===== src/design/thcc_pkg.sv =====
package thcc_pkg;

    localparam int DRIVE_W  = 9;
    localparam int SPEED_W  = 8;
    localparam int TARGET_W = 24;
    localparam int TOL_W    = 12;
    localparam int CFG_W    = 24;
    localparam int CFG_IDX_W = 3;

    // phase codes
    localparam logic [1:0] PH_IDLE      = 2'd0;
    localparam logic [1:0] PH_HOMING    = 2'd1;
    localparam logic [1:0] PH_CENTERING = 2'd2;
    localparam logic [1:0] PH_DONE      = 2'd3;

    // register indexes
    localparam logic [CFG_IDX_W-1:0] REG_CENTER_TARGET = 3'd0;
    localparam logic [CFG_IDX_W-1:0] REG_HOMING_SPEED  = 3'd1;
    localparam logic [CFG_IDX_W-1:0] REG_SPEED_FLOOR   = 3'd2;
    localparam logic [CFG_IDX_W-1:0] REG_SPEED_CEIL    = 3'd3;
    localparam logic [CFG_IDX_W-1:0] REG_TOLERANCE     = 3'd4;

    localparam logic [SPEED_W-1:0] HOMING_SPEED_RST = 8'd110;
    localparam logic [SPEED_W-1:0] SPEED_FLOOR_RST  = 8'd115;
    localparam logic [SPEED_W-1:0] SPEED_CEIL_RST   = 8'd255;
    localparam logic [TOL_W-1:0]   TOLERANCE_RST    = 12'd50;

    // error / 25: beyond CLAMP_LIMIT the quotient exceeds any speed ceiling,
    // below it a 13-bit reciprocal multiply is exact
    localparam int GAIN_DIV    = 25;
    localparam int SMALL_W     = 13;
    localparam int CLAMP_LIMIT = GAIN_DIV * 256;
    localparam int RECIP_W     = 13;
    localparam logic [RECIP_W-1:0] RECIP = 13'd5243;
    localparam int RECIP_SHIFT = 17;

    typedef struct packed {
        logic                      centered;  // |error| <= tolerance
        logic signed [DRIVE_W-1:0] drive;
    } axis_res_t;

    typedef struct packed {
        logic [TARGET_W-1:0] center_target;
        logic [SPEED_W-1:0]  speed_floor;
        logic [SPEED_W-1:0]  speed_ceil;
        logic [TOL_W-1:0]    tolerance;
    } center_cfg_t;

endpackage


===== src/design/two_axis_homing_centering_controller.sv =====
// Two-axis homing and centering controller. One input beat is one control tick and
// yields exactly one result beat. A beat passes through the input register, one pass of
// per-axis logic and the result register before it can be taken at the output, and a
// new beat is taken every cycle while out_stall stays low. The per-axis error path
// (two wide subtracts in parallel, a 13-bit reciprocal multiply for error/25, clamps)
// sets the cycle time. A start-homing beat (command = 1) restarts homing in any phase.
// Configuration writes on cfg_we/cfg_index/cfg_data take effect at the next edge and
// are meant for idle periods.
module two_axis_homing_centering_controller #(
    parameter int ENCODER_BITS = 32
) (
    input  logic                                 clk,
    input  logic                                 rst_n,

    input  logic                                 cfg_we,
    input  logic [thcc_pkg::CFG_IDX_W-1:0]       cfg_index,
    input  logic [thcc_pkg::CFG_W-1:0]           cfg_data,

    input  logic                                 in_valid,
    output logic                                 in_stall,
    input  logic                                 command,
    input  logic                                 limit_x_closed,
    input  logic                                 limit_y_closed,
    input  logic signed [ENCODER_BITS-1:0]       encoder_x,
    input  logic signed [ENCODER_BITS-1:0]       encoder_y,

    output logic                                 out_valid,
    input  logic                                 out_stall,
    output logic signed [thcc_pkg::DRIVE_W-1:0]  drive_x,
    output logic signed [thcc_pkg::DRIVE_W-1:0]  drive_y,
    output logic                                 clear_encoder_x,
    output logic                                 clear_encoder_y,
    output logic                                 homing_active,
    output logic                                 centering_active,
    output logic                                 calibrate_pulse,
    output logic                                 system_ready
);
    import thcc_pkg::*;

    // configuration
    logic [TARGET_W-1:0] center_target_reg;
    logic [SPEED_W-1:0]  homing_speed_reg;
    logic [SPEED_W-1:0]  speed_floor_reg;
    logic [SPEED_W-1:0]  speed_ceil_reg;
    logic [TOL_W-1:0]    tolerance_reg;

    // input stage
    logic                           s1_valid_reg;
    logic                           s1_command_reg;
    logic                           s1_lim_x_reg;
    logic                           s1_lim_y_reg;
    logic signed [ENCODER_BITS-1:0] s1_enc_x_reg;
    logic signed [ENCODER_BITS-1:0] s1_enc_y_reg;

    // controller state
    logic [1:0]                phase_reg,  phase_next;
    logic                      homed_x_reg, homed_x_next;
    logic                      homed_y_reg, homed_y_next;
    logic signed [DRIVE_W-1:0] held_x_reg, held_x_next;
    logic signed [DRIVE_W-1:0] held_y_reg, held_y_next;
    logic                      ready_reg,  ready_next;
    logic                      clr_x, clr_y, cal;

    // result stage
    logic                      out_valid_reg;
    logic signed [DRIVE_W-1:0] drive_x_reg;
    logic signed [DRIVE_W-1:0] drive_y_reg;
    logic                      clr_x_reg, clr_y_reg;
    logic                      homing_reg, centering_reg, cal_reg, ready_out_reg;

    logic                      s2_load;
    logic                      s1_fire;
    logic                      in_fire;
    logic signed [DRIVE_W-1:0] homing_drive;
    center_cfg_t               ccfg;
    axis_res_t                 res_x, res_y;

    assign s2_load  = !out_valid_reg || !out_stall;
    assign s1_fire  = s1_valid_reg && s2_load;
    assign in_stall = s1_valid_reg && !s2_load;
    assign in_fire  = in_valid && !in_stall;

    always_ff @(posedge clk or negedge rst_n)
    begin
        if (!rst_n)
        begin
            center_target_reg <= '0;
            homing_speed_reg  <= HOMING_SPEED_RST;
            speed_floor_reg   <= SPEED_FLOOR_RST;
            speed_ceil_reg    <= SPEED_CEIL_RST;
            tolerance_reg     <= TOLERANCE_RST;
        end
        else if (cfg_we)
        begin
            case (cfg_index)
                REG_CENTER_TARGET: center_target_reg <= cfg_data[TARGET_W-1:0];
                REG_HOMING_SPEED:  homing_speed_reg  <= cfg_data[SPEED_W-1:0];
                REG_SPEED_FLOOR:   speed_floor_reg   <= cfg_data[SPEED_W-1:0];
                REG_SPEED_CEIL:    speed_ceil_reg    <= cfg_data[SPEED_W-1:0];
                REG_TOLERANCE:     tolerance_reg     <= cfg_data[TOL_W-1:0];
                default:           ;
            endcase
        end
    end

    always_ff @(posedge clk or negedge rst_n)
    begin
        if (!rst_n)
            s1_valid_reg <= 1'b0;
        else if (in_fire)
            s1_valid_reg <= 1'b1;
        else if (s1_fire)
            s1_valid_reg <= 1'b0;
    end

    always_ff @(posedge clk)
    begin
        if (in_fire)
        begin
            s1_command_reg <= command;
            s1_lim_x_reg   <= limit_x_closed;
            s1_lim_y_reg   <= limit_y_closed;
            s1_enc_x_reg   <= encoder_x;
            s1_enc_y_reg   <= encoder_y;
        end
    end

    assign ccfg.center_target = center_target_reg;
    assign ccfg.speed_floor   = speed_floor_reg;
    assign ccfg.speed_ceil    = speed_ceil_reg;
    assign ccfg.tolerance     = tolerance_reg;

    thcc_axis #(.ENCODER_BITS(ENCODER_BITS)) u_axis_x (
        .encoder (s1_enc_x_reg),
        .cfg     (ccfg),
        .res     (res_x)
    );

    thcc_axis #(.ENCODER_BITS(ENCODER_BITS)) u_axis_y (
        .encoder (s1_enc_y_reg),
        .cfg     (ccfg),
        .res     (res_y)
    );

    assign homing_drive = -$signed({1'b0, homing_speed_reg});

    always_comb
    begin
        phase_next   = phase_reg;
        homed_x_next = homed_x_reg;
        homed_y_next = homed_y_reg;
        held_x_next  = held_x_reg;
        held_y_next  = held_y_reg;
        ready_next   = ready_reg;
        clr_x        = 1'b0;
        clr_y        = 1'b0;
        cal          = 1'b0;

        if (s1_command_reg)
        begin
            phase_next   = PH_HOMING;
            homed_x_next = s1_lim_x_reg;
            homed_y_next = s1_lim_y_reg;
            clr_x        = s1_lim_x_reg;
            clr_y        = s1_lim_y_reg;
            held_x_next  = s1_lim_x_reg ? '0 : homing_drive;
            held_y_next  = s1_lim_y_reg ? '0 : homing_drive;
        end
        else
        begin
            case (phase_reg)
                PH_HOMING:
                begin
                    if (s1_lim_x_reg || homed_x_reg)
                    begin
                        homed_x_next = 1'b1;
                        clr_x        = 1'b1;
                        held_x_next  = '0;
                    end
                    if (s1_lim_y_reg || homed_y_reg)
                    begin
                        homed_y_next = 1'b1;
                        clr_y        = 1'b1;
                        held_y_next  = '0;
                    end
                    if (homed_x_next && homed_y_next)
                        phase_next = PH_CENTERING;
                end
                PH_CENTERING:
                begin
                    if (res_x.centered && res_y.centered)
                    begin
                        held_x_next = '0;
                        held_y_next = '0;
                        cal         = 1'b1;
                        ready_next  = 1'b1;
                        phase_next  = PH_DONE;
                    end
                    else
                    begin
                        held_x_next = res_x.drive;
                        held_y_next = res_y.drive;
                    end
                end
                default: ;
            endcase
        end
    end

    always_ff @(posedge clk or negedge rst_n)
    begin
        if (!rst_n)
        begin
            phase_reg   <= PH_IDLE;
            homed_x_reg <= 1'b0;
            homed_y_reg <= 1'b0;
            held_x_reg  <= '0;
            held_y_reg  <= '0;
            ready_reg   <= 1'b0;
        end
        else if (s1_fire)
        begin
            phase_reg   <= phase_next;
            homed_x_reg <= homed_x_next;
            homed_y_reg <= homed_y_next;
            held_x_reg  <= held_x_next;
            held_y_reg  <= held_y_next;
            ready_reg   <= ready_next;
        end
    end

    always_ff @(posedge clk or negedge rst_n)
    begin
        if (!rst_n)
            out_valid_reg <= 1'b0;
        else if (s2_load)
            out_valid_reg <= s1_valid_reg;
    end

    always_ff @(posedge clk)
    begin
        if (s1_fire)
        begin
            drive_x_reg   <= held_x_next;
            drive_y_reg   <= held_y_next;
            clr_x_reg     <= clr_x;
            clr_y_reg     <= clr_y;
            homing_reg    <= (phase_next == PH_HOMING);
            centering_reg <= (phase_next == PH_CENTERING);
            cal_reg       <= cal;
            ready_out_reg <= ready_next;
        end
    end

    assign out_valid        = out_valid_reg;
    assign drive_x          = drive_x_reg;
    assign drive_y          = drive_y_reg;
    assign clear_encoder_x  = clr_x_reg;
    assign clear_encoder_y  = clr_y_reg;
    assign homing_active    = homing_reg;
    assign centering_active = centering_reg;
    assign calibrate_pulse  = cal_reg;
    assign system_ready     = ready_out_reg;

endmodule


===== src/design/thcc_axis.sv =====
module thcc_axis #(
    parameter int ENCODER_BITS = 32
) (
    input  logic signed [ENCODER_BITS-1:0] encoder,
    input  thcc_pkg::center_cfg_t          cfg,
    output thcc_pkg::axis_res_t            res
);
    import thcc_pkg::*;

    localparam int BASE_W = (ENCODER_BITS > TARGET_W) ? ENCODER_BITS : TARGET_W;
    localparam int ERR_W  = BASE_W + 2;
    localparam int MAG_W  = ERR_W - 1;
    localparam int PROD_W = SMALL_W + RECIP_W;

    logic signed [ERR_W-1:0] tgt_ext;
    logic signed [ERR_W-1:0] enc_ext;
    logic signed [ERR_W-1:0] diff_pos;
    logic signed [ERR_W-1:0] diff_neg;
    logic                    neg;
    logic [MAG_W-1:0]        mag;
    logic                    big;
    logic [PROD_W-1:0]       prod;
    logic [DRIVE_W-1:0]      quot;
    logic [SPEED_W-1:0]      spd;
    logic [DRIVE_W-1:0]      spd_ext;

    assign tgt_ext  = $signed({{(ERR_W-TARGET_W){1'b0}}, cfg.center_target});
    assign enc_ext  = ERR_W'(encoder);
    // both directions in parallel, then pick: no negate after the subtract
    assign diff_pos = tgt_ext - enc_ext;
    assign diff_neg = enc_ext - tgt_ext;
    assign neg      = diff_pos[ERR_W-1];
    assign mag      = neg ? diff_neg[MAG_W-1:0] : diff_pos[MAG_W-1:0];
    assign big      = (mag >= MAG_W'(CLAMP_LIMIT));
    assign prod     = PROD_W'(mag[SMALL_W-1:0]) * PROD_W'(RECIP);

    always_comb
    begin
        if (big)
            quot = DRIVE_W'(256);
        else
            quot = prod[RECIP_SHIFT +: DRIVE_W];

        if (quot > {1'b0, cfg.speed_ceil})
            spd = cfg.speed_ceil;
        else
            spd = quot[SPEED_W-1:0];

        if (spd != '0 && spd < cfg.speed_floor)
            spd = cfg.speed_floor;

        if (mag < MAG_W'(cfg.tolerance))
            spd = '0;
    end

    assign spd_ext      = {1'b0, spd};
    assign res.centered = (mag <= MAG_W'(cfg.tolerance));
    assign res.drive    = neg ? -$signed(spd_ext) : $signed(spd_ext);

endmodule


===== config.mk =====
export PLATFORM = sky130hd
export DESIGN_NAME = two_axis_homing_centering_controller
export DESIGN_NICKNAME = d
export VERILOG_FILES = /design/src/design/thcc_pkg.sv /design/src/design/two_axis_homing_centering_controller.sv /design/src/design/thcc_axis.sv
export SDC_FILE = /design/constraint.sdc
export NUM_CORES = 1
export LEC_CHECK = 0
export BUFFER_PORTS_ARGS = -buffer_cell sky130_fd_sc_hd__buf_2
export CAP_MARGIN = 5
export CORE_MARGIN = 8
export CORE_UTILIZATION = 57
export DETAILED_ROUTE_END_ITERATION = 10
export GPL_TIMING_DRIVEN = 0
export PLACE_DENSITY = 0.75
export SLEW_MARGIN = 20
export SYNTH_ARGS = -nofsm -noshare
export SYNTH_HDL_FRONTEND = slang
export SYNTH_SLANG_ARGS = --single-unit
export TNS_END_PERCENT = 50

===== constraint.sdc =====
create_clock -name clk -period 13.5 [get_ports clk]
set_clock_uncertainty 0.2 [all_clocks]
set_input_delay 1.35 -clock clk [delete_from_list [all_inputs] [get_ports clk]]
set_output_delay 1.35 -clock clk [all_outputs]
set_load 0.005 [all_outputs]

==> flow_summary.json, run 1 <==
{
  "outcome": "complete, no violations",
  "drc_errors": 0,
  "hold_class": "flop to flop",
  "numCtsBuffers": 17,
  "clk_path_buf_depth": 2,
  "yosysWarningCount": 0,
  "htreeDepth": 4,
  "drtIter0Drc": 1615,
  "synth_edf_count": 91,
  "clock_sinks": 176,
  "synth_area_leaders": "ha_1, edfxtp_1, fa_1",
  "cp.arrival_ps": 13080,
  "regArea_mm2": 0.004888,
  "die_w_um": 213.0,
  "start_util_pct": 57.52,
  "synth_most_common_cell": "inv_1",
  "yosysSeqAreaShare_pct": 22.08,
  "holdBufCountCts": 0,
  "async_reset_ff_share_pct": 48.30,
  "syn-cell-area_mm2": 0.02213,
  "syn_nets": 3081,
  "place_hpwl_um": 55920,
  "setup_viol": 0,
  "busiest_layer": "met2",
  "fill_cells": 3354,
  "area_growth_pct": 11.98,
  "yosys.area.top_type_share_pct": 19.34,
  "viasPerCell": 6.113,
  "clk_pin_slew_ps": 80,
  "avgSynthCellArea_um2": 8.704,
  "grt_start_max_net_pins": 57,
  "hold_viol_final": 0,
  "hold-worst-slack_ps": 283.9,
  "rows": 72,
  "cp_slowest_cell": "fa_1",
  "multi_input_area_mm2": 0.01585,
  "wl_per_cell_um": 20.96,
  "antenna_found_initial": 0,
  "worst_path_largest_cell_delay_ps": 540,
  "wl_um": 68160,
  "path_common_cell": "buf_4",
  "dieArea_mm2": 0.04538,
  "yosys_most_used_dff": "edfxtp_1",
  "drive_gt1_share_pct": 14.82,
  "required_ps": 13530,
  "synthTopCellsByCount": "inv_1, ha_1, a21oi_1",
  "syn_inst": 2542,
  "met1_usage_pct": 38.70,
  "cts_tree": "done",
  "grt_pass1_wl_um": 107100,
  "clock-root-buffer": "clkbuf_16",
  "overflow": 0,
  "antenna_left": 0,
  "grtUsageTotal_pct": 30.04,
  "max_freq_mhz": 76.65,
  "slew_viol_final": 0,
  "end_kind": "flop",
  "synth-seq-cells": 176,
  "die_y_um": 213.0,
  "slew_headroom_pct": 27.57,
  "grt_pass1_vias": 19860,
  "rr_worst_depth": 57,
  "met3_usage_pct": 5.167,
  "drtPass1Iterations": 5,
  "place.gp.congestion": 0.9752,
  "fin_crit_ps": 13050,
  "yosys.area.top_type": "ha_1",
  "place.port_buffers": 124,
  "clock_latency_ps": 480,
  "worstMarginPinSlew_ps": 1079,
  "startpoint_type": "flop",
  "core_mm2": 0.03847,
  "routed-via-count": 19870,
  "io_pins": 125,
  "grt_use_met2_pct": 50.49,
  "nets": 3258,
  "crit_type": "flop to flop",
  "maxCapViolCount": 0,
  "path_max_fanout": 10,
  "synth_cell_types": 103,
  "period_share_pct": 96.64,
  "min_path_cells": 1
}
[cell type report]
class / instances / share of cell area (%)
Antenna cell: 1 / 0.01010
Buffer: 81 / 1.732
Clock buffer: 17 / 1.717
Clock inverter: 15 / 0.7676
Inverter: 361 / 5.510
Multi-Input combinational cell: 1918 / 63.98
Sequential cell: 176 / 19.73
Tap cell: 518 / 2.616
Timing Repair Buffer: 164 / 3.939
[per-stage QoR]
step / cell area, µm² / util (%) / std cells / setup TNS [ps] / worst slack, ps
4_1_cts: 24280 / 63.11 / 3230 / 0 / 25.50
2_1_floorplan: 22130 / - / 2542 / 0 / 1579
6_report: 24780 / 64.41 / 3251 / 0 / 453.1
3_3_place_gp: 23390 / 60.82 / 3184 / -16880 / -997.5
5_1_grt: 24770 / 64.40 / 3250 / -473.7 / -145.3
3_5_place_dp: 23480 / 61.03 / 3187 / -19450 / -1051
[per-layer routing]
layer / part of all wire (%) / routed length (µm)
met5: 0 / 0
met4: 2.9 / 1970
met3: 6.4 / 4338
met2: 48 / 32890
met1: 42 / 28950
[critical path, delay by kind of cell, from the launching register on]
kind | cells | cell delay (ps)
DFF | 1 | 420
buffers and inverters | 12 | 1860
muxes | 3 | 720
and+or+nand+nor | 7 | 1200
xor gates and xnor gates | 3 | 620
adders and majority gates | 11 | 3870
AOI/OAI and AO/OA | 21 | 3860
[placed cells by master, fill, tap and decap left out, drive strengths merged, types with 40 or more instances in the layout]
cell    Yosys  layout
nand4      44      44
ha        342     342
nor3       41      41
xor2       54      54
clkbuf     43      55
inv       360     367
nand2     193     193
dfrtp      64      64
xnor2      69      69
a21oi     198     198
o21ai     184     184
edfxtp     91      91
fa         98      98
nor2      142     142
buf        44     207
a21o       40      40
[cells by family after synthesis]
kind of cell    Yosys count  share of synthesized area, %
xor+xnor                123                         5.106
mux                      66                         3.314
flops                   176                         22.08
buf+inv                 448                         8.007
compound gates          672                         19.45
simple gates            615                         13.74
fa+ha+maj               442                         28.30
[final timing paths]
| check | start | to | slack [ps] |
|---|---|---|---|
| hold reg to reg | ready_reg | ready_reg | 280 |
| min in group asynchronous | rst_n | center_target_reg[17] | 660 |
| max in group asynchronous | rst_n | speed_floor_reg[5] | 11740 |
| setup reg to reg | center_target_reg[0] | drive_x[4] | 450 |
| hold / removal | ready_reg | ready_reg | 280 |
| setup / recovery | center_target_reg[0] | drive_x[4] | 450 |
[what timing repair did]
action,in CTS,in global routing
endpoints found under the setup margin,36,31
resized for setup,21,65
pin swaps,7,13
buffers inserted,13,24
Power of run 1 is left out: the tool's default activity adds up to more than one toggle a clock period on the data nets, which glitch-free logic cannot reach.
==> run 2: changes to the inputs <==
CELL_PAD_IN_SITES_DETAIL_PLACEMENT = 1   (was unset)
CELL_PAD_IN_SITES_GLOBAL_PLACEMENT = 1   (was unset)
CORE_UTILIZATION = 49   (was 57)
PLACE_DENSITY = unset   (was 0.75)
PLACE_DENSITY_LB_ADDON = 0.1   (was unset)
REMOVE_ABC_BUFFERS = 1   (was unset)
==> flow_summary.json, run 2 (synthesis results as in run 1) <==
{
  "outcome": "complete, no violations",
  "routed-via-count": 19730,
  "place.gp.congestion": 0.9697,
  "clock_sinks": 176,
  "wl_um": 76220,
  "overflow": 0,
  "period_share_pct": 97.41,
  "fin_crit_ps": 13150,
  "crit_type": "flop to flop",
  "required_ps": 13550,
  "worstMarginPinSlew_ps": 978.5,
  "grt_pass1_wl_um": 116800,
  "tns_ps": 0,
  "ff2ff_setup_slack_ps": 350,
  "clk_path_buf_depth": 2,
  "max_freq_mhz": 76.04,
  "drtIter0Drc": 1336,
  "path_max_fanout": 14,
  "slew_viol_final": 0,
  "final_cell_mix": "inv_1, ha_1, nand2_1",
  "cts_tree": "done",
  "place.port_buffers": 124,
  "drc_errors": 0,
  "clock-root-buffer": "clkbuf_16",
  "die_w_um": 228.5,
  "hold_class": "flop to flop",
  "dp.cells": 3190,
  "wl_per_cell_um": 23.28,
  "nets": 3200,
  "cp_slowest_cell": "fa_1",
  "final_common_cell": "inv_1",
  "grt_pass1_vias": 20860,
  "top_layer": "met4",
  "place_hpwl_um": 61740,
  "hold_viol_final": 0,
  "cp.arrival_ps": 13200,
  "routed-wl-met3_um": 2807,
  "drive_gt1_share_pct": 15.00,
  "viasPerCell": 6.027,
  "finalInstanceArea_mm2": 0.02476,
  "slew_headroom_pct": 33.83,
  "antenna_found_initial": 0,
  "antenna_left": 0,
  "wl_met2_um": 38770,
  "crit_start": "center_target_reg[0]",
  "dpl_cell_area_mm2": 0.02327,
  "rows": 78,
  "path_common_cell": "ha_1",
  "io_pins": 125,
  "clock_latency_ps": 480,
  "min_from": "ready_reg",
  "finalNonFillerCells": 3274,
  "clk_pin_slew_ps": 80,
  "grtUsageTotal_pct": 28.00,
  "numCtsBuffers": 17,
  "dieArea_mm2": 0.05221,
  "wl_met1_um": 31760,
  "grt_start_max_net_pins": 54,
  "rr_startpoint": "center_target_reg[0]",
  "area_growth_pct": 11.91,
  "end_kind": "flop",
  "setup_viol": 0,
  "place_ws_ps": -1462,
  "worst_path_largest_cell_delay_ps": 550,
  "drtPass1Iterations": 6,
  "antenna_cells": 0,
  "setup_slack_ps": 349.4,
  "maxCapViolCount": 0,
  "startpoint_type": "flop",
  "die_y_um": 228.5,
  "start_util_pct": 49.18,
  "core_mm2": 0.04499,
  "holdBufCountCts": 0,
  "htreeDepth": 4
}
[run 2: per-layer routing]
metal,up-vias,GRT usage [%]
li1,9142,-
met5,-,0
met4,0,10.29
met1,9994,33.56
met3,143,3.810
met2,452,50.49
[run 2: metrics by stage]
stage / utilization (%) / hold slack (ps)
floorplan: - / 233.7
global placement: 51.30 / 251.8
detailed placement: 51.73 / 266.8
CTS: 53.84 / 286.3
global route: 55.04 / 300.6
finish: 55.04 / 290.9
[run 2: critical path, delay by kind of cell (launching register included)]
family	cells	cell delay, ps
AOI/OAI and AO/OA	15	2990
DFF	1	410
adders and majority gates	10	3640
buffers and inverters	5	510
and+or+nand+nor	14	2260
muxes	4	1550
xor gates and xnor gates	4	1330
[run 2: cell type report]
class                           count  area, µm²
Clock buffer                       21      471.7
Clock inverter                     11      115.1
Fill cell                        5332      20230
Inverter                          361       1356
Multi-Input combinational cell   1919      16010
Sequential cell                   176       4886
Tap cell                          600      750.7
Timing Repair Buffer              186       1176
[run 2: final timing paths]
path | depth (start not counted) | end
min in group asynchronous | 1 | held_y_reg[0]
hold reg to reg | 1 | ready_reg
setup reg to reg | 52 | drive_y[2]
max in group asynchronous | 2 | speed_floor_reg[0]
hold / removal | 1 | ready_reg
setup / recovery | 52 | drive_y[2]
[run 2: timing repair]
item | CTS | global route
pin swaps | 6 | 13
gates cloned | 1 | 0
setup buffers | 15 | 36
resized for setup | 39 | 48
setup endpoints to repair | 36 | 35
Power of run 2 is left out for the same reason.
